<file path="config.mk">
export PLATFORM = sky130hd
export DESIGN_NAME = accel_jerk_magnitude_monitor_unit_flat
export DESIGN_NICKNAME = d
export VERILOG_FILES = /design/src/design/ajm_pkg.sv /design/src/design/ajm_if.sv /design/src/design/accel_jerk_magnitude_monitor_unit.sv /design/src/design/ajm_isqrt.sv /design/src/design/ajm_div.sv /design/src/design/ajm_datapath.sv /design/src/design/ajm_ctrl.sv /design/src/flat_wrapper.sv
export SDC_FILE = /design/constraint.sdc
export NUM_CORES = 2
export LEC_CHECK = 0
export BUFFER_PORTS_ARGS = -buffer_cell sky130_fd_sc_hd__clkbuf_2
export CORE_MARGIN = 5
export CORE_UTILIZATION = 53
export DETAILED_ROUTE_END_ITERATION = 7
export HOLD_SLACK_MARGIN = 0.03
export PLACE_DENSITY = 0.7
export SKIP_CTS_REPAIR_TIMING = 1
export SLEW_MARGIN = 20
export SYNTH_ARGS = -nofsm -noshare
export SYNTH_HDL_FRONTEND = slang
export SYNTH_HIERARCHICAL = 1
export SYNTH_SLANG_ARGS = --single-unit
export TNS_END_PERCENT = 30
</file>
<file path="constraint.sdc">
create_clock -name clk_i -period 13.9 [get_ports clk_i]
set_clock_uncertainty 0.15 [all_clocks]
set_input_delay 0.695 -clock clk_i [delete_from_list [all_inputs] [get_ports clk_i]]
set_output_delay 0.695 -clock clk_i [all_outputs]
set_load 0.03 [all_outputs]
</file>
<file path="src/design/ajm_pkg.sv">
// ----------------------------------------------------------------------------
// ajm_pkg
// Shared types and constants of the accelerometer magnitude and jerk monitor.
// ----------------------------------------------------------------------------
package ajm_pkg;

  localparam int CFG_IDX_W  = 2;
  localparam int CFG_DATA_W = 16;
  localparam int PERIOD_W   = 16;
  localparam int THR_W      = 8;
  localparam int MAG_W      = 16;
  localparam int JERK_W     = 25;
  localparam int FRAC_BITS  = 8;
  localparam int G_SHIFT    = 11;
  localparam int JERK_SCALE = 1000;

  localparam logic [CFG_IDX_W-1:0] CFG_ENABLE    = 2'd0;
  localparam logic [CFG_IDX_W-1:0] CFG_PERIOD    = 2'd1;
  localparam logic [CFG_IDX_W-1:0] CFG_THRESHOLD = 2'd2;

  localparam logic [PERIOD_W-1:0] PERIOD_RESET = 16'd50;

  localparam int          SQ_CNT_W    = 3;
  localparam logic [2:0]  SQ_ACC_LAST = 3'd3;
  localparam logic [2:0]  SQ_ROOT     = 3'd4;

  typedef enum logic [3:0] {
    ST_IDLE,
    ST_DECIDE,
    ST_MAG_SQ,
    ST_MAG_WAIT,
    ST_DIF_SQ,
    ST_DIF_WAIT,
    ST_OVR_A,
    ST_OVR_B,
    ST_DIV_WAIT,
    ST_FINISH
  } ajm_state_e;

  typedef struct packed {
    logic       load_in;
    logic       clear_hist;
    logic       take_fail;
    logic       set_sampled;
    logic       sq_diff;
    logic [1:0] sq_sel;
    logic       acc_clr;
    logic       mul_en;
    logic       acc_en;
    logic       sqrt_start;
    logic       store_mag;
    logic       store_root;
    logic       zero_jerk;
    logic       cmp_a;
    logic       cmp_b;
    logic       div_start;
    logic       store_jerk;
    logic       commit;
    logic       out_load;
  } ajm_cmd_t;

  typedef struct packed {
    logic enable;
    logic due;
    logic read_ok;
    logic hist;
    logic sqrt_busy;
    logic sqrt_done;
    logic div_done;
  } ajm_stat_t;

endpackage

</file>
<file path="src/design/ajm_if.sv">
// ----------------------------------------------------------------------------
// ajm_in_if / ajm_out_if
// Valid/ready channels carrying one sensor tick word and one result word.
// ----------------------------------------------------------------------------
interface ajm_in_if #(
  parameter int TIME_BITS   = 16,
  parameter int SAMPLE_BITS = 16
);
  logic                          valid;
  logic                          ready;
  logic        [TIME_BITS-1:0]   time_ms;
  logic signed [SAMPLE_BITS-1:0] raw_x;
  logic signed [SAMPLE_BITS-1:0] raw_y;
  logic signed [SAMPLE_BITS-1:0] raw_z;
  logic                          read_ok;

  modport source (output valid, time_ms, raw_x, raw_y, raw_z, read_ok, input ready);
  modport sink   (input valid, time_ms, raw_x, raw_y, raw_z, read_ok, output ready);
endinterface

interface ajm_out_if;
  logic                         valid;
  logic                         ready;
  logic                         sampled;
  logic                         read_failed;
  logic [ajm_pkg::MAG_W-1:0]    magnitude;
  logic [ajm_pkg::JERK_W-1:0]   jerk;
  logic                         over_threshold;

  modport source (output valid, sampled, read_failed, magnitude, jerk, over_threshold,
                  input ready);
  modport sink   (input valid, sampled, read_failed, magnitude, jerk, over_threshold,
                  output ready);
endinterface

</file>
<file path="src/design/accel_jerk_magnitude_monitor_unit.sv">
// ----------------------------------------------------------------------------
// accel_jerk_magnitude_monitor_unit
// Accelerometer vector magnitude and jerk threshold monitor, top level.
// ----------------------------------------------------------------------------
//  channel  dir  handshake     word
//  in_if    in   valid/ready   time_ms, raw_x, raw_y, raw_z, read_ok
//  out_if   out  valid/ready   sampled, read_failed, magnitude, jerk, over_threshold
//  cfg      in   cfg_we_i      cfg_idx_i, cfg_data_i (enable, sample_period, threshold)
//
//  One word at a time. A tick that takes no good sample goes from decide to finish.
//  Good sample: square and root the magnitude; with history also square and root the
//  difference (shared bit-pair root unit run twice), then the bit-serial divider.
//  Reset returns config to its defaults and clears history at once; no clearing pass.
//  A stalled result holds in the output register; the next word waits, with the
//  sequencer in finish, only if the previous result is still pending at hand-off.
module accel_jerk_magnitude_monitor_unit #(
  parameter int SAMPLE_BITS = 16,
  parameter int TIME_BITS   = 16
) (
  input  logic                            clk_i,
  input  logic                            rst_ni,
  ajm_in_if.sink                          in_if,
  ajm_out_if.source                       out_if,
  input  logic                            cfg_we_i,
  input  logic [ajm_pkg::CFG_IDX_W-1:0]   cfg_idx_i,
  input  logic [ajm_pkg::CFG_DATA_W-1:0]  cfg_data_i
);

  ajm_pkg::ajm_cmd_t   cmd;
  ajm_pkg::ajm_stat_t  stat;
  logic                in_ready;
  logic                out_valid;

  ajm_ctrl u_ctrl (
    .clk_i       (clk_i),
    .rst_ni      (rst_ni),
    .in_valid_i  (in_if.valid),
    .in_ready_o  (in_ready),
    .out_valid_o (out_valid),
    .out_ready_i (out_if.ready),
    .stat_i      (stat),
    .cmd_o       (cmd)
  );

  ajm_datapath #(
    .SAMPLE_BITS (SAMPLE_BITS),
    .TIME_BITS   (TIME_BITS)
  ) u_datapath (
    .clk_i            (clk_i),
    .rst_ni           (rst_ni),
    .cmd_i            (cmd),
    .stat_o           (stat),
    .cfg_we_i         (cfg_we_i),
    .cfg_idx_i        (cfg_idx_i),
    .cfg_data_i       (cfg_data_i),
    .time_ms_i        (in_if.time_ms),
    .raw_x_i          (in_if.raw_x),
    .raw_y_i          (in_if.raw_y),
    .raw_z_i          (in_if.raw_z),
    .read_ok_i        (in_if.read_ok),
    .sampled_o        (out_if.sampled),
    .read_failed_o    (out_if.read_failed),
    .magnitude_o      (out_if.magnitude),
    .jerk_o           (out_if.jerk),
    .over_threshold_o (out_if.over_threshold)
  );

  assign in_if.ready  = in_ready;
  assign out_if.valid = out_valid;

endmodule

</file>
<file path="src/design/ajm_isqrt.sv">
// ----------------------------------------------------------------------------
// ajm_isqrt
// Iterative floor square root, two radicand bits per cycle.
// ----------------------------------------------------------------------------
module ajm_isqrt #(
  parameter int W = 34
) (
  input  logic             clk_i,
  input  logic             rst_ni,
  input  logic             start_i,
  input  logic [W-1:0]     radicand_i,
  output logic             busy_o,
  output logic             done_o,
  output logic [W/2-1:0]   root_o
);

  localparam int R  = W / 2;
  localparam int CW = $clog2(R + 1);

  logic [W-1:0]   rad_q;
  logic [R+1:0]   rem_q;
  logic [R-1:0]   root_q;
  logic [CW-1:0]  cnt_q;
  logic           busy_q;
  logic           done_q;

  logic [R+3:0]   rem_sh;
  logic [R+3:0]   trial;
  logic [R+3:0]   rem_n;
  logic           ge;

  assign rem_sh = {rem_q, rad_q[W-1:W-2]};
  assign trial  = {2'b00, root_q, 2'b01};
  assign ge     = rem_sh >= trial;
  assign rem_n  = ge ? (rem_sh - trial) : rem_sh;

  always_ff @(posedge clk_i or negedge rst_ni) begin
    if (!rst_ni) begin
      busy_q <= 1'b0;
      done_q <= 1'b0;
      cnt_q  <= '0;
    end else begin
      done_q <= 1'b0;
      if (start_i) begin
        busy_q <= 1'b1;
        cnt_q  <= '0;
      end else if (busy_q) begin
        cnt_q <= cnt_q + 1'b1;
        if (cnt_q == CW'(R - 1)) begin
          busy_q <= 1'b0;
          done_q <= 1'b1;
        end
      end
    end
  end

  always_ff @(posedge clk_i) begin
    if (start_i) begin
      rad_q  <= radicand_i;
      rem_q  <= '0;
      root_q <= '0;
    end else if (busy_q) begin
      rad_q  <= {rad_q[W-3:0], 2'b00};
      rem_q  <= rem_n[R+1:0];
      root_q <= {root_q[R-2:0], ge};
    end
  end

  assign busy_o = busy_q;
  assign done_o = done_q;
  assign root_o = root_q;

endmodule

</file>
<file path="src/design/ajm_div.sv">
// ----------------------------------------------------------------------------
// ajm_div
// Iterative restoring unsigned divider, one quotient bit per cycle.
// ----------------------------------------------------------------------------
module ajm_div #(
  parameter int N = 25,
  parameter int D = 16
) (
  input  logic          clk_i,
  input  logic          rst_ni,
  input  logic          start_i,
  input  logic [N-1:0]  dividend_i,
  input  logic [D-1:0]  divisor_i,
  output logic          done_o,
  output logic [N-1:0]  quot_o
);

  localparam int CW = $clog2(N + 1);

  logic [N-1:0]   qr_q;
  logic [D-1:0]   rem_q;
  logic [D-1:0]   dvs_q;
  logic [CW-1:0]  cnt_q;
  logic           busy_q;
  logic           done_q;

  logic [D:0]     rem_sh;
  logic [D:0]     rem_n;
  logic           ge;

  assign rem_sh = {rem_q, qr_q[N-1]};
  assign ge     = rem_sh >= {1'b0, dvs_q};
  assign rem_n  = ge ? (rem_sh - {1'b0, dvs_q}) : rem_sh;

  always_ff @(posedge clk_i or negedge rst_ni) begin
    if (!rst_ni) begin
      busy_q <= 1'b0;
      done_q <= 1'b0;
      cnt_q  <= '0;
    end else begin
      done_q <= 1'b0;
      if (start_i) begin
        busy_q <= 1'b1;
        cnt_q  <= '0;
      end else if (busy_q) begin
        cnt_q <= cnt_q + 1'b1;
        if (cnt_q == CW'(N - 1)) begin
          busy_q <= 1'b0;
          done_q <= 1'b1;
        end
      end
    end
  end

  always_ff @(posedge clk_i) begin
    if (start_i) begin
      qr_q  <= dividend_i;
      rem_q <= '0;
      dvs_q <= divisor_i;
    end else if (busy_q) begin
      qr_q  <= {qr_q[N-2:0], ge};
      rem_q <= rem_n[D-1:0];
    end
  end

  assign done_o = done_q;
  assign quot_o = qr_q;

endmodule

</file>
<file path="src/design/ajm_datapath.sv">
// ----------------------------------------------------------------------------
// ajm_datapath
// Config and history registers, squaring multiplier, root, divide, compare.
// ----------------------------------------------------------------------------
module ajm_datapath #(
  parameter int SAMPLE_BITS = 16,
  parameter int TIME_BITS   = 16
) (
  input  logic                               clk_i,
  input  logic                               rst_ni,
  input  ajm_pkg::ajm_cmd_t                  cmd_i,
  output ajm_pkg::ajm_stat_t                 stat_o,
  input  logic                               cfg_we_i,
  input  logic [ajm_pkg::CFG_IDX_W-1:0]      cfg_idx_i,
  input  logic [ajm_pkg::CFG_DATA_W-1:0]     cfg_data_i,
  input  logic [TIME_BITS-1:0]               time_ms_i,
  input  logic [SAMPLE_BITS-1:0]             raw_x_i,
  input  logic [SAMPLE_BITS-1:0]             raw_y_i,
  input  logic [SAMPLE_BITS-1:0]             raw_z_i,
  input  logic                               read_ok_i,
  output logic                               sampled_o,
  output logic                               read_failed_o,
  output logic [ajm_pkg::MAG_W-1:0]          magnitude_o,
  output logic [ajm_pkg::JERK_W-1:0]         jerk_o,
  output logic                               over_threshold_o
);

  localparam int S      = SAMPLE_BITS;
  localparam int T      = TIME_BITS;
  localparam int SUM_W  = (2 * S + 2 > 64) ? 64 : 2 * S + 2;
  localparam int R      = SUM_W / 2;
  localparam int Q_W    = R + ajm_pkg::FRAC_BITS;
  localparam int LHS_W  = R + 10;
  localparam int TD_W   = T + ajm_pkg::THR_W;
  localparam int RHS_W  = TD_W + ajm_pkg::G_SHIFT;
  localparam int CMP_W  = (LHS_W > RHS_W) ? LHS_W : RHS_W;
  localparam int DUE_W  = (T > ajm_pkg::PERIOD_W) ? T : ajm_pkg::PERIOD_W;
  localparam int MAGX_W = R + ajm_pkg::MAG_W;
  localparam int JRKX_W = Q_W + ajm_pkg::JERK_W;

  // configuration
  logic                             en_q;
  logic [ajm_pkg::PERIOD_W-1:0]     period_q;
  logic [ajm_pkg::THR_W-1:0]        thr_q;

  // history and held results
  logic [T-1:0]                     last_time_q;
  logic [S-1:0]                     last_q [3];
  logic [ajm_pkg::MAG_W-1:0]        held_mag_q;
  logic [ajm_pkg::JERK_W-1:0]       held_jerk_q;
  logic                             held_over_q;

  // input word
  logic [T-1:0]                     t_q;
  logic [S-1:0]                     cur_q [3];
  logic                             ok_q;
  logic                             sampled_q;
  logic                             failed_q;

  // arithmetic
  logic [2*S-1:0]                   prod_q;
  logic [SUM_W-1:0]                 acc_q;
  logic [R-1:0]                     root_q;
  logic [TD_W-1:0]                  thrdt_q;

  // result word
  logic                             out_sampled_q;
  logic                             out_failed_q;
  logic [ajm_pkg::MAG_W-1:0]        out_mag_q;
  logic [ajm_pkg::JERK_W-1:0]       out_jerk_q;
  logic                             out_over_q;

  logic                             clr;
  logic [T-1:0]                     dt;
  logic [S-1:0]                     abs_cur [3];
  logic [S-1:0]                     abs_dif [3];
  logic [S:0]                       dif     [3];
  logic [S-1:0]                     op;
  logic [R-1:0]                     sq_root;
  logic                             sq_busy;
  logic                             sq_done;
  logic                             dv_done;
  logic [Q_W-1:0]                   quot;
  logic [MAGX_W-1:0]                mag_ext;
  logic [JRKX_W-1:0]                jerk_ext;
  logic [LHS_W-1:0]                 lhs;
  logic [RHS_W-1:0]                 rhs;

  assign clr = cmd_i.clear_hist ||
               (cfg_we_i && cfg_idx_i == ajm_pkg::CFG_ENABLE && !cfg_data_i[0]);

  assign dt = t_q - last_time_q;

  always_comb begin
    for (int i = 0; i < 3; i++) begin
      abs_cur[i] = cur_q[i][S-1] ? (~cur_q[i] + 1'b1) : cur_q[i];
      dif[i]     = {cur_q[i][S-1], cur_q[i]} - {last_q[i][S-1], last_q[i]};
      abs_dif[i] = dif[i][S] ? S'(~dif[i] + 1'b1) : dif[i][S-1:0];
    end
  end

  always_comb begin
    case (cmd_i.sq_sel)
      2'd0:    op = cmd_i.sq_diff ? abs_dif[0] : abs_cur[0];
      2'd1:    op = cmd_i.sq_diff ? abs_dif[1] : abs_cur[1];
      2'd2:    op = cmd_i.sq_diff ? abs_dif[2] : abs_cur[2];
      default: op = '0;
    endcase
  end

  ajm_isqrt #(.W(SUM_W)) u_isqrt (
    .clk_i      (clk_i),
    .rst_ni     (rst_ni),
    .start_i    (cmd_i.sqrt_start),
    .radicand_i (acc_q),
    .busy_o     (sq_busy),
    .done_o     (sq_done),
    .root_o     (sq_root)
  );

  ajm_div #(.N(Q_W), .D(T)) u_div (
    .clk_i      (clk_i),
    .rst_ni     (rst_ni),
    .start_i    (cmd_i.div_start),
    .dividend_i ({root_q, {ajm_pkg::FRAC_BITS{1'b0}}}),
    .divisor_i  (dt),
    .done_o     (dv_done),
    .quot_o     (quot)
  );

  assign mag_ext  = {{ajm_pkg::MAG_W{1'b0}}, sq_root};
  assign jerk_ext = {{ajm_pkg::JERK_W{1'b0}}, quot};
  assign lhs      = LHS_W'(root_q) * LHS_W'(ajm_pkg::JERK_SCALE);
  assign rhs      = {thrdt_q, {ajm_pkg::G_SHIFT{1'b0}}};

  always_ff @(posedge clk_i or negedge rst_ni) begin
    if (!rst_ni) begin
      en_q        <= 1'b0;
      period_q    <= ajm_pkg::PERIOD_RESET;
      thr_q       <= '0;
      last_time_q <= '0;
      last_q[0]   <= '0;
      last_q[1]   <= '0;
      last_q[2]   <= '0;
      held_mag_q  <= '0;
      held_jerk_q <= '0;
      held_over_q <= 1'b0;
    end else begin
      if (cfg_we_i) begin
        unique case (cfg_idx_i)
          ajm_pkg::CFG_ENABLE:    en_q     <= cfg_data_i[0];
          ajm_pkg::CFG_PERIOD:    period_q <= cfg_data_i;
          ajm_pkg::CFG_THRESHOLD: thr_q    <= cfg_data_i[ajm_pkg::THR_W-1:0];
          default: ;
        endcase
      end
      if (clr) begin
        last_time_q <= '0;
        last_q[0]   <= '0;
        last_q[1]   <= '0;
        last_q[2]   <= '0;
        held_mag_q  <= '0;
        held_jerk_q <= '0;
        held_over_q <= 1'b0;
      end else begin
        if (cmd_i.take_fail || cmd_i.commit) last_time_q <= t_q;
        if (cmd_i.commit) begin
          last_q[0] <= cur_q[0];
          last_q[1] <= cur_q[1];
          last_q[2] <= cur_q[2];
        end
        if (cmd_i.store_mag) held_mag_q <= mag_ext[ajm_pkg::MAG_W-1:0];
        if (cmd_i.zero_jerk) begin
          held_jerk_q <= '0;
          held_over_q <= 1'b0;
        end
        if (cmd_i.store_jerk) held_jerk_q <= jerk_ext[ajm_pkg::JERK_W-1:0];
        if (cmd_i.cmp_b) held_over_q <= CMP_W'(lhs) > CMP_W'(rhs);
      end
    end
  end

  always_ff @(posedge clk_i) begin
    if (cmd_i.load_in) begin
      t_q       <= time_ms_i;
      cur_q[0]  <= raw_x_i;
      cur_q[1]  <= raw_y_i;
      cur_q[2]  <= raw_z_i;
      ok_q      <= read_ok_i;
      sampled_q <= 1'b0;
      failed_q  <= 1'b0;
    end else begin
      if (cmd_i.take_fail)   failed_q  <= 1'b1;
      if (cmd_i.set_sampled) sampled_q <= 1'b1;
    end
    if (cmd_i.mul_en) prod_q <= {{S{1'b0}}, op} * {{S{1'b0}}, op};
    if (cmd_i.acc_clr) begin
      acc_q <= '0;
    end else if (cmd_i.acc_en) begin
      acc_q <= acc_q + SUM_W'(prod_q);
    end
    if (cmd_i.store_root) root_q  <= sq_root;
    if (cmd_i.cmp_a)      thrdt_q <= TD_W'(thr_q) * TD_W'(dt);
    if (cmd_i.out_load) begin
      out_sampled_q <= sampled_q;
      out_failed_q  <= failed_q;
      out_mag_q     <= held_mag_q;
      out_jerk_q    <= held_jerk_q;
      out_over_q    <= en_q & held_over_q;
    end
  end

  assign stat_o.enable    = en_q;
  assign stat_o.due       = DUE_W'(dt) >= DUE_W'(period_q);
  assign stat_o.read_ok   = ok_q;
  assign stat_o.hist      = (last_time_q != '0) && (t_q > last_time_q);
  assign stat_o.sqrt_busy = sq_busy;
  assign stat_o.sqrt_done = sq_done;
  assign stat_o.div_done  = dv_done;

  assign sampled_o        = out_sampled_q;
  assign read_failed_o    = out_failed_q;
  assign magnitude_o      = out_mag_q;
  assign jerk_o           = out_jerk_q;
  assign over_threshold_o = out_over_q;

endmodule

</file>
<file path="src/design/ajm_ctrl.sv">
// ----------------------------------------------------------------------------
// ajm_ctrl
// Sequencer for one tick: decide, square and root, divide, hand off result.
// ----------------------------------------------------------------------------
module ajm_ctrl (
  input  logic                clk_i,
  input  logic                rst_ni,
  input  logic                in_valid_i,
  output logic                in_ready_o,
  output logic                out_valid_o,
  input  logic                out_ready_i,
  input  ajm_pkg::ajm_stat_t  stat_i,
  output ajm_pkg::ajm_cmd_t   cmd_o
);

  ajm_pkg::ajm_state_e             state_q, state_d;
  logic [ajm_pkg::SQ_CNT_W-1:0]    cnt_q, cnt_d;
  logic                            out_valid_q, out_valid_d;

  always_ff @(posedge clk_i or negedge rst_ni) begin
    if (!rst_ni) begin
      state_q     <= ajm_pkg::ST_IDLE;
      cnt_q       <= '0;
      out_valid_q <= 1'b0;
    end else begin
      state_q     <= state_d;
      cnt_q       <= cnt_d;
      out_valid_q <= out_valid_d;
    end
  end

  always_comb begin
    state_d     = state_q;
    cnt_d       = cnt_q;
    cmd_o       = '0;
    in_ready_o  = 1'b0;
    out_valid_d = out_valid_q && !out_ready_i;
    unique case (state_q)
      ajm_pkg::ST_IDLE: begin
        in_ready_o = 1'b1;
        if (in_valid_i) begin
          cmd_o.load_in = 1'b1;
          state_d       = ajm_pkg::ST_DECIDE;
        end
      end
      ajm_pkg::ST_DECIDE: begin
        cnt_d = '0;
        if (!stat_i.enable) begin
          cmd_o.clear_hist = 1'b1;
          state_d          = ajm_pkg::ST_FINISH;
        end else if (!stat_i.due) begin
          state_d = ajm_pkg::ST_FINISH;
        end else if (!stat_i.read_ok) begin
          cmd_o.take_fail = 1'b1;
          state_d         = ajm_pkg::ST_FINISH;
        end else begin
          cmd_o.set_sampled = 1'b1;
          state_d           = ajm_pkg::ST_MAG_SQ;
        end
      end
      ajm_pkg::ST_MAG_SQ, ajm_pkg::ST_DIF_SQ: begin
        // three squares through one multiplier, each accumulated in the cycle after it is formed
        cmd_o.sq_diff = (state_q == ajm_pkg::ST_DIF_SQ);
        cmd_o.sq_sel  = cnt_q[1:0];
        cmd_o.acc_clr = (cnt_q == '0);
        cmd_o.mul_en  = (cnt_q < ajm_pkg::SQ_ACC_LAST);
        cmd_o.acc_en  = (cnt_q != '0) && (cnt_q <= ajm_pkg::SQ_ACC_LAST);
        cnt_d         = cnt_q + 1'b1;
        if (cnt_q == ajm_pkg::SQ_ROOT) begin
          cmd_o.sqrt_start = 1'b1;
          cnt_d            = '0;
          state_d          = (state_q == ajm_pkg::ST_DIF_SQ) ? ajm_pkg::ST_DIF_WAIT
                                                             : ajm_pkg::ST_MAG_WAIT;
        end
      end
      ajm_pkg::ST_MAG_WAIT: begin
        if (stat_i.sqrt_done) begin
          cmd_o.store_mag = 1'b1;
          if (stat_i.hist) begin
            state_d = ajm_pkg::ST_DIF_SQ;
          end else begin
            cmd_o.zero_jerk = 1'b1;
            cmd_o.commit    = 1'b1;
            state_d         = ajm_pkg::ST_FINISH;
          end
        end
      end
      ajm_pkg::ST_DIF_WAIT: begin
        if (stat_i.sqrt_done) begin
          cmd_o.store_root = 1'b1;
          state_d          = ajm_pkg::ST_OVR_A;
        end
      end
      ajm_pkg::ST_OVR_A: begin
        cmd_o.cmp_a     = 1'b1;
        cmd_o.div_start = 1'b1;
        state_d         = ajm_pkg::ST_OVR_B;
      end
      ajm_pkg::ST_OVR_B: begin
        cmd_o.cmp_b = 1'b1;
        state_d     = ajm_pkg::ST_DIV_WAIT;
      end
      ajm_pkg::ST_DIV_WAIT: begin
        if (stat_i.div_done) begin
          cmd_o.store_jerk = 1'b1;
          cmd_o.commit     = 1'b1;
          state_d          = ajm_pkg::ST_FINISH;
        end
      end
      ajm_pkg::ST_FINISH: begin
        if (!out_valid_q || out_ready_i) begin
          cmd_o.out_load = 1'b1;
          out_valid_d    = 1'b1;
          state_d        = ajm_pkg::ST_IDLE;
        end
      end
      default: state_d = ajm_pkg::ST_IDLE;
    endcase
  end

  assign out_valid_o = out_valid_q;

  a_no_overwrite: assert property (@(posedge clk_i) disable iff (!rst_ni)
    cmd_o.out_load |-> (!out_valid_q || out_ready_i))
    else $error("result word overwritten while pending");

  a_sqrt_idle: assert property (@(posedge clk_i) disable iff (!rst_ni)
    cmd_o.sqrt_start |-> !stat_i.sqrt_busy)
    else $error("root started while busy");

  a_div_hist: assert property (@(posedge clk_i) disable iff (!rst_ni)
    cmd_o.div_start |-> stat_i.hist)
    else $error("divide started without history");

  a_accept_decide: assert property (@(posedge clk_i) disable iff (!rst_ni)
    (in_valid_i && in_ready_o) |=> (state_q == ajm_pkg::ST_DECIDE))
    else $error("accepted word not decided next cycle");

endmodule

</file>
<file path="src/flat_wrapper.sv">
// flat-port wrapper written by rule: the top's interface ports become plain ports
module accel_jerk_magnitude_monitor_unit_flat 
#(
  parameter int SAMPLE_BITS = 16,
  parameter int TIME_BITS   = 16
)
  (clk_i, rst_ni, cfg_we_i, cfg_idx_i, cfg_data_i, in_if_valid, in_if_time_ms, in_if_raw_x, in_if_raw_y, in_if_raw_z, in_if_read_ok, in_if_ready, out_if_valid, out_if_sampled, out_if_read_failed, out_if_magnitude, out_if_jerk, out_if_over_threshold, out_if_ready);
  ajm_in_if #(.TIME_BITS(TIME_BITS), .SAMPLE_BITS(SAMPLE_BITS)) in_if_i ();
  ajm_out_if out_if_i ();
  input  logic clk_i;
  input  logic rst_ni;
  input  logic cfg_we_i;
  input  logic [ajm_pkg::CFG_IDX_W-1:0] cfg_idx_i;
  input  logic [ajm_pkg::CFG_DATA_W-1:0] cfg_data_i;
  input wire logic [$bits(in_if_i.valid)-1:0] in_if_valid;
  input wire logic [$bits(in_if_i.time_ms)-1:0] in_if_time_ms;
  input wire logic [$bits(in_if_i.raw_x)-1:0] in_if_raw_x;
  input wire logic [$bits(in_if_i.raw_y)-1:0] in_if_raw_y;
  input wire logic [$bits(in_if_i.raw_z)-1:0] in_if_raw_z;
  input wire logic [$bits(in_if_i.read_ok)-1:0] in_if_read_ok;
  output wire logic [$bits(in_if_i.ready)-1:0] in_if_ready;
  output wire logic [$bits(out_if_i.valid)-1:0] out_if_valid;
  output wire logic [$bits(out_if_i.sampled)-1:0] out_if_sampled;
  output wire logic [$bits(out_if_i.read_failed)-1:0] out_if_read_failed;
  output wire logic [$bits(out_if_i.magnitude)-1:0] out_if_magnitude;
  output wire logic [$bits(out_if_i.jerk)-1:0] out_if_jerk;
  output wire logic [$bits(out_if_i.over_threshold)-1:0] out_if_over_threshold;
  input wire logic [$bits(out_if_i.ready)-1:0] out_if_ready;
  assign in_if_i.valid = in_if_valid;
  assign in_if_i.time_ms = in_if_time_ms;
  assign in_if_i.raw_x = in_if_raw_x;
  assign in_if_i.raw_y = in_if_raw_y;
  assign in_if_i.raw_z = in_if_raw_z;
  assign in_if_i.read_ok = in_if_read_ok;
  assign in_if_ready = in_if_i.ready;
  assign out_if_valid = out_if_i.valid;
  assign out_if_sampled = out_if_i.sampled;
  assign out_if_read_failed = out_if_i.read_failed;
  assign out_if_magnitude = out_if_i.magnitude;
  assign out_if_jerk = out_if_i.jerk;
  assign out_if_over_threshold = out_if_i.over_threshold;
  assign out_if_i.ready = out_if_ready;
  accel_jerk_magnitude_monitor_unit #(.SAMPLE_BITS(SAMPLE_BITS), .TIME_BITS(TIME_BITS)) u_core (.clk_i(clk_i), .rst_ni(rst_ni), .in_if(in_if_i), .out_if(out_if_i), .cfg_we_i(cfg_we_i), .cfg_idx_i(cfg_idx_i), .cfg_data_i(cfg_data_i));
endmodule
</file>
==> After elaboration in Yosys (flattened, before gate mapping) <==
Memory sizes are Yosys's and may differ from the RTL's.
Cells that the tools add are included.
{ "word_totals": {"mem_count": 1, "elab_cells": 211, "input_bits": 88, "ff_bits": 450, "ram_bits": 48, "output_inout_bits": 46} }
{ "op_classes": {"muxes": 86, "n_lt_le_gt_ge": 7, "multipliers": 3, "add_sub_neg": 16, "n_bitwise": 7, "reduce_logical": 30, "n_eq_ne": 22} }
{ "mem_list": {"columns": ["name", "words", "width", "read_ports", "rd_ports_with_merged_regs", "wr", "line_no", "rtl"], "rows": [
  ["u_core.u_datapath.cur_q", 3, 16, 3, 0, 3, "ajm_datapath.sv:55", "logic [S-1:0] cur_q [3];"]
]} }
{ "ops": {"columns": ["operator", "count"], "rows": [
  ["two-way mux 16 bit", 14],
  ["two-way mux 25 bit", 5],
  ["adder 16 x 1 -> 16 bit, second input constant", 6],
  ["two-way mux 48 bit", 2],
  ["inverter 16 bit", 6],
  ["two-way mux 34 bit", 2],
  ["subtractor 16 x 16 -> 17 bit", 3],
  ["case mux 16 bit (3 select lines)", 1],
  ["two-way mux 4 bit", 10],
  ["two-way mux 1 bit", 37],
  ["case mux 4 bit (9 select lines)", 1],
  ["greater-than comparator 27 x 35 -> 1 bit", 1],
  ["adder 34 x 32 -> 34 bit", 1],
  ["multiplier 16 x 16 -> 32 bit", 1],
  ["subtractor 16 bit", 2],
  ["multiplier 17 x 7 -> 24 bit, second input constant", 1],
  ["multiplier 8 x 16 -> 24 bit", 1],
  ["greater-or-equal comparator 21 x 19 -> 1 bit", 1],
  ["two-way mux 5 bit", 4],
  ["two-way mux 19 bit", 1],
  ["subtractor 19 bit", 1],
  ["greater-or-equal comparator 17 x 16 -> 1 bit", 1],
  ["equality test 4 x 3 -> 1 bit, second input constant", 4],
  ["greater-or-equal comparator 16 bit", 1],
  ["31 further kinds", 64]
]} }

==> Logic depth before layout (Yosys ltp) <==
{ "depth": {"word_depth": 8, "ltp_mapped": 43, "mapped_depth_nobuf": 41} }

==> Modules after synthesis <==
Netlist, hierarchy kept.
{ "by_module_without_submodules": {"columns": ["module", "cells_each", "seq_area_each_um2", "n_inst", "area_each_um2"], "rows": [
  ["ajm_datapath", 3337, 9437.8, 1, 33225.6],
  ["ajm_isqrt", 390, 1916.8, 1, 4229.1],
  ["ajm_div", 312, 1726.7, 1, 3519.6],
  ["ajm_ctrl", 97, 200.2, 1, 708.2]
]} }

==> Worst setup path after synthesis <==
OpenSTA, ideal clock, no wires.
{ "synth_path": {"path_type": "flip-flop to flip-flop", "from": "memory u_core/u_datapath/cur_q[0][32] in the netlist's numbering", "to": "register u_core.u_datapath.prod_q[31], data pin", "n_path_buf": 1, "t_arrival_ns": 9.348, "setup_time_ns": 0.268, "setup_slack_ns": 4.134, "t_required_ns": 13.482, "synth_period_minus_slack_ns": 9.766, "stages_incl_launch_ff": 36, "cell_sequence": "edfxtp_1 inv_1 ha_1 fa_1 nor2b_1 o22ai_2 xnor2_1 or4_4 nor4_4 nor2_1 xnor2_1 mux4_2 o22ai_2 buf_2 and2_1 fa_1 fa_1 inv_1 fa_1 fa_1 fa_1 fa_1 inv_1 ha_1 and3_1 o211ai_1 a21o_1 and3_1 o31ai_1 a41oi_1 o21ai_0 nor3_1 o21bai_1 a31oi_1 o21ai_0 xnor3_1"} }
{ "synth_rtl": {"columns": ["element", "line_no", "rtl"], "rows": [
  ["start, declared", "ajm_datapath.sv:55", null],
  ["end signal, assigned", "ajm_datapath.sv:196", "if (cmd_i.mul_en) prod_q <= {{S{1'b0}}, op} * {{S{1'b0}}, op};"],
  ["end, declared", "ajm_datapath.sv:61", "logic [2*S-1:0] prod_q;"]
]} }

==> results_tabular.tex <==
\begin{tabular}{lr}
\hline
Metric & Value \\
\hline
\multicolumn{2}{l}{\textbf{Setup path}} \\
\quad Top fanout value on the critical path & 12 \\
\quad Buf/Inv on CP & 5 \\
\quad Kind of launch point of the worst setup path & register \\
\quad Kind of cell adding the most delay to the critical path & adder cells \\
\quad Cell type of the slowest stage on the worst timing path & sky130\_fd\_sc\_hd\_\_fa\_1 \\
\quad Kind of critical path & reg -> reg \\
\quad CP startpoint & u\_core/u\_datapath/cur\_q[0][0]\$\_DFFE\_PP\_ \\
\quad Most frequent cell on the critical path & sky130\_fd\_sc\_hd\_\_fa\_1 \\
\quad Required arrival time at the worst endpoint & 14.09 ns \\
\quad Critical Path Max Stage Delay & 0.55 ns \\
\quad CP arrival & 11.08 ns \\
\quad Crit path capture type & register \\
\quad Start of the worst register-to-register path & u\_core/u\_datapath/cur\_q[0][0]\$\_DFFE\_PP\_ \\
\multicolumn{2}{l}{\textbf{Clock network}} \\
\quad Clk Latency, worst-skew pair & 0.65 ns \\
\quad Sinks on the clock net & 497 \\
\quad TritonCTS Buffers & 56 \\
\quad CTS Root Cell & sky130\_fd\_sc\_hd\_\_clkbuf\_16 \\
\quad Maximum clock path buffer count & 3 \\
\quad Clock tree from TritonCTS & done \\
\quad H-Tree Depth & 2 \\
\quad Clock transition at the register clock pins on the worst setup and hold paths after CTS & 0.06 ns \\
\multicolumn{2}{l}{\textbf{Floorplanning}} \\
\quad Width of the chip & 290 um \\
\quad Boundary pin count & 134 \\
\quad Overall die height & 290 um \\
\quad Full die area & 84300 um2 \\
\quad Area of the core & 77700 um2 \\
\quad Number of rows created at floorplan & 102 \\
\quad Effective utilization at floorplan & 53.6\% \\
\multicolumn{2}{l}{\textbf{STA}} \\
\quad Max-slew violation count & 0 \\
\quad Final worst-path cycle share & 78.4\% \\
\quad Tightest slew margin relative to the limit & 21.5\% \\
\quad Timing-limited maximum frequency & 91.8 MHz \\
\quad Final critical path time including I/O delays and setup & 10.89 ns \\
\quad Unrepaired setup endpoints after global routing & no \\
\quad Actual transition at the worst max-transition pin & 1.17 ns \\
\quad Number of endpoints failing setup at the final stage & 0 \\
\quad Final-layout setup total negative slack & 0 ns \\
\quad Number of hold violations in the final report & 0 \\
\quad Worst-case setup margin in the final layout & 3.01 ns \\
\multicolumn{2}{l}{\textbf{Global route}} \\
\quad Total Routing Usage GR & 21.8\% \\
\quad Maximum number of pins on one net before global-route repair & 92 \\
\quad Initial antenna violation count & 6 \\
\quad Via count of the first global-routing pass & 30098 \\
\quad First-pass GRT wire length & 154 mm \\
\quad Sum of overflow across all layers after global routing & 0 \\
\multicolumn{2}{l}{\textbf{Detailed routing}} \\
\quad DRT iter0 DRCs & 1671 \\
\quad Average via count per standard cell & 5.56 \\
\quad Per-cell routed wire length & 17.3 um \\
\quad DRT Pass-1 Iters & 5 \\
\quad Antenna-violating nets left & 0 \\
\quad Total number of vias & 29577 \\
\quad Final routed wirelength across all metal layers & 92.1 mm \\
\quad DRC violation count after routing & 0 \\
\multicolumn{2}{l}{\textbf{Finish}} \\
\quad Area added between synthesis and finish & 8.87\% \\
\quad Cell area after layout & 45400 um2 \\
\quad Commonest cells after routing, fill and taps aside & sky130\_fd\_sc\_hd\_\_inv\_1 (505), sky130\_fd\_sc\_hd\_\_nor2\_1 (383), sky130\_fd\_sc\_hd\_\_ha\_1 (372) \\
\quad Commonest non-fill, non-tap cell in the layout & sky130\_fd\_sc\_hd\_\_inv\_1 \\
\quad Fraction of layout cells with a size suffix above 1 & 10.4\% \\
\quad Non-filler cells in the finished layout & 5322 \\
\quad Final-stage net count & 5000 \\
\multicolumn{2}{l}{\textbf{Place}} \\
\quad Count of input and output buffers & 133 \\
\quad Worst slack, placed & 3.05 ns \\
\quad Dpl cell area & 43300 um2 \\
\quad \# placed instances & 5212 \\
\quad Routability congestion estimate & 0.898 \\
\quad Placed wire-length estimate & 69.8 mm \\
\multicolumn{2}{l}{\textbf{Yosys}} \\
\quad Mean instance size in the synthesized netlist & 10.1 um2 \\
\quad Synthesis warning total & 6 \\
\quad Mapped Area & 41700 um2 \\
\quad Post-Synthesis Cells & 4135 \\
\multicolumn{2}{l}{\textbf{Flow run}} \\
\quad Max-Cap Viols & 0 \\
\multicolumn{2}{l}{\textbf{Status}} \\
\quad Status & complete, no violations \\
\multicolumn{2}{l}{\textbf{Min path}} \\
\quad Worst hold-check path type & in -> async \\
\hline
\end{tabular}
[layout make-up]
| cell class | count | area, um2 |
|---|---|---|
| antenna | 4 | 10.0 |
| sequential | 497 | 13300 |
| fill | 6661 | 32300 |
| clock inverter | 27 | 419 |
| multi-input combinational | 2999 | 25900 |
| inverter | 510 | 1910 |
| tap | 1040 | 1300 |
| clock buffer | 79 | 1610 |
| timing repair buffer | 166 | 920 |
[flip-flops by register name, summed over array words and instances (netlist names), 5 cells and up]
register / flops
u_core/u_datapath/u_div/quot_o: 25
u_core/u_datapath/thr_q: 8
u_core/u_datapath/last_q: 48
u_core/u_datapath/root_q: 17
u_core/u_datapath/u_div/cnt_q: 5
u_core/u_datapath/u_isqrt/rad_q: 34
u_core/u_datapath/acc_q: 34
u_core/u_datapath/jerk_o: 25
u_core/u_datapath/cur_q: 48
u_core/u_datapath/held_mag_q: 16
u_core/u_datapath/u_isqrt/rem_q: 19
u_core/u_datapath/magnitude_o: 16
u_core/u_datapath/u_div/dvs_q: 16
u_core/u_datapath/period_q: 16
u_core/u_datapath/u_isqrt/root_o: 17
u_core/u_datapath/held_jerk_q: 25
u_core/u_datapath/u_isqrt/cnt_q: 5
u_core/u_datapath/last_time_q: 16
u_core/u_datapath/prod_q: 31
u_core/u_datapath/t_q: 16
u_core/u_datapath/u_div/rem_q: 16
u_core/u_datapath/thrdt_q: 24
[layer usage]
layer  vias up  global-route usage (%)  part of all wire (%)
met2       620                    37.0                    47
met5         -                       0                 0.029
met3       144                    3.47                   5.0
li1      14386                       -                     -
met4         4                    6.21                   2.9
met1     14423                    29.2                    45
[through the flow]
stage          util, %  hold slack, ns
2_1_floorplan        -           0.249
3_3_place_gp      55.7           0.287
3_5_place_dp      55.7           0.287
4_1_cts           58.3          0.0490
5_1_grt           58.4          0.0517
6_report          58.4          0.0371
[worst paths after layout]
check,endpoint,slack (ns),cells past startpoint
max,u_core/u_datapath/prod_q[31]$_DFFE_PP_,3.01,36
min,u_core/u_datapath/last_q[39]$_DFFE_PN0P_,0.04,1
max reg2reg,u_core/u_datapath/prod_q[31]$_DFFE_PP_,3.01,36
min reg2reg,u_core/u_datapath/jerk_o[7]$_DFFE_PP_,0.29,0
max in group asynchronous,u_core/u_datapath/held_jerk_q[7]$_DFFE_PN0P_,12.06,2
min in group clk_i,u_core/u_datapath/cur_q[0][13]$_DFFE_PP_,0.09,1
Power is left out: the tool's default activity adds up to more than one toggle a clock period on the data nets, which glitch-free logic cannot reach.
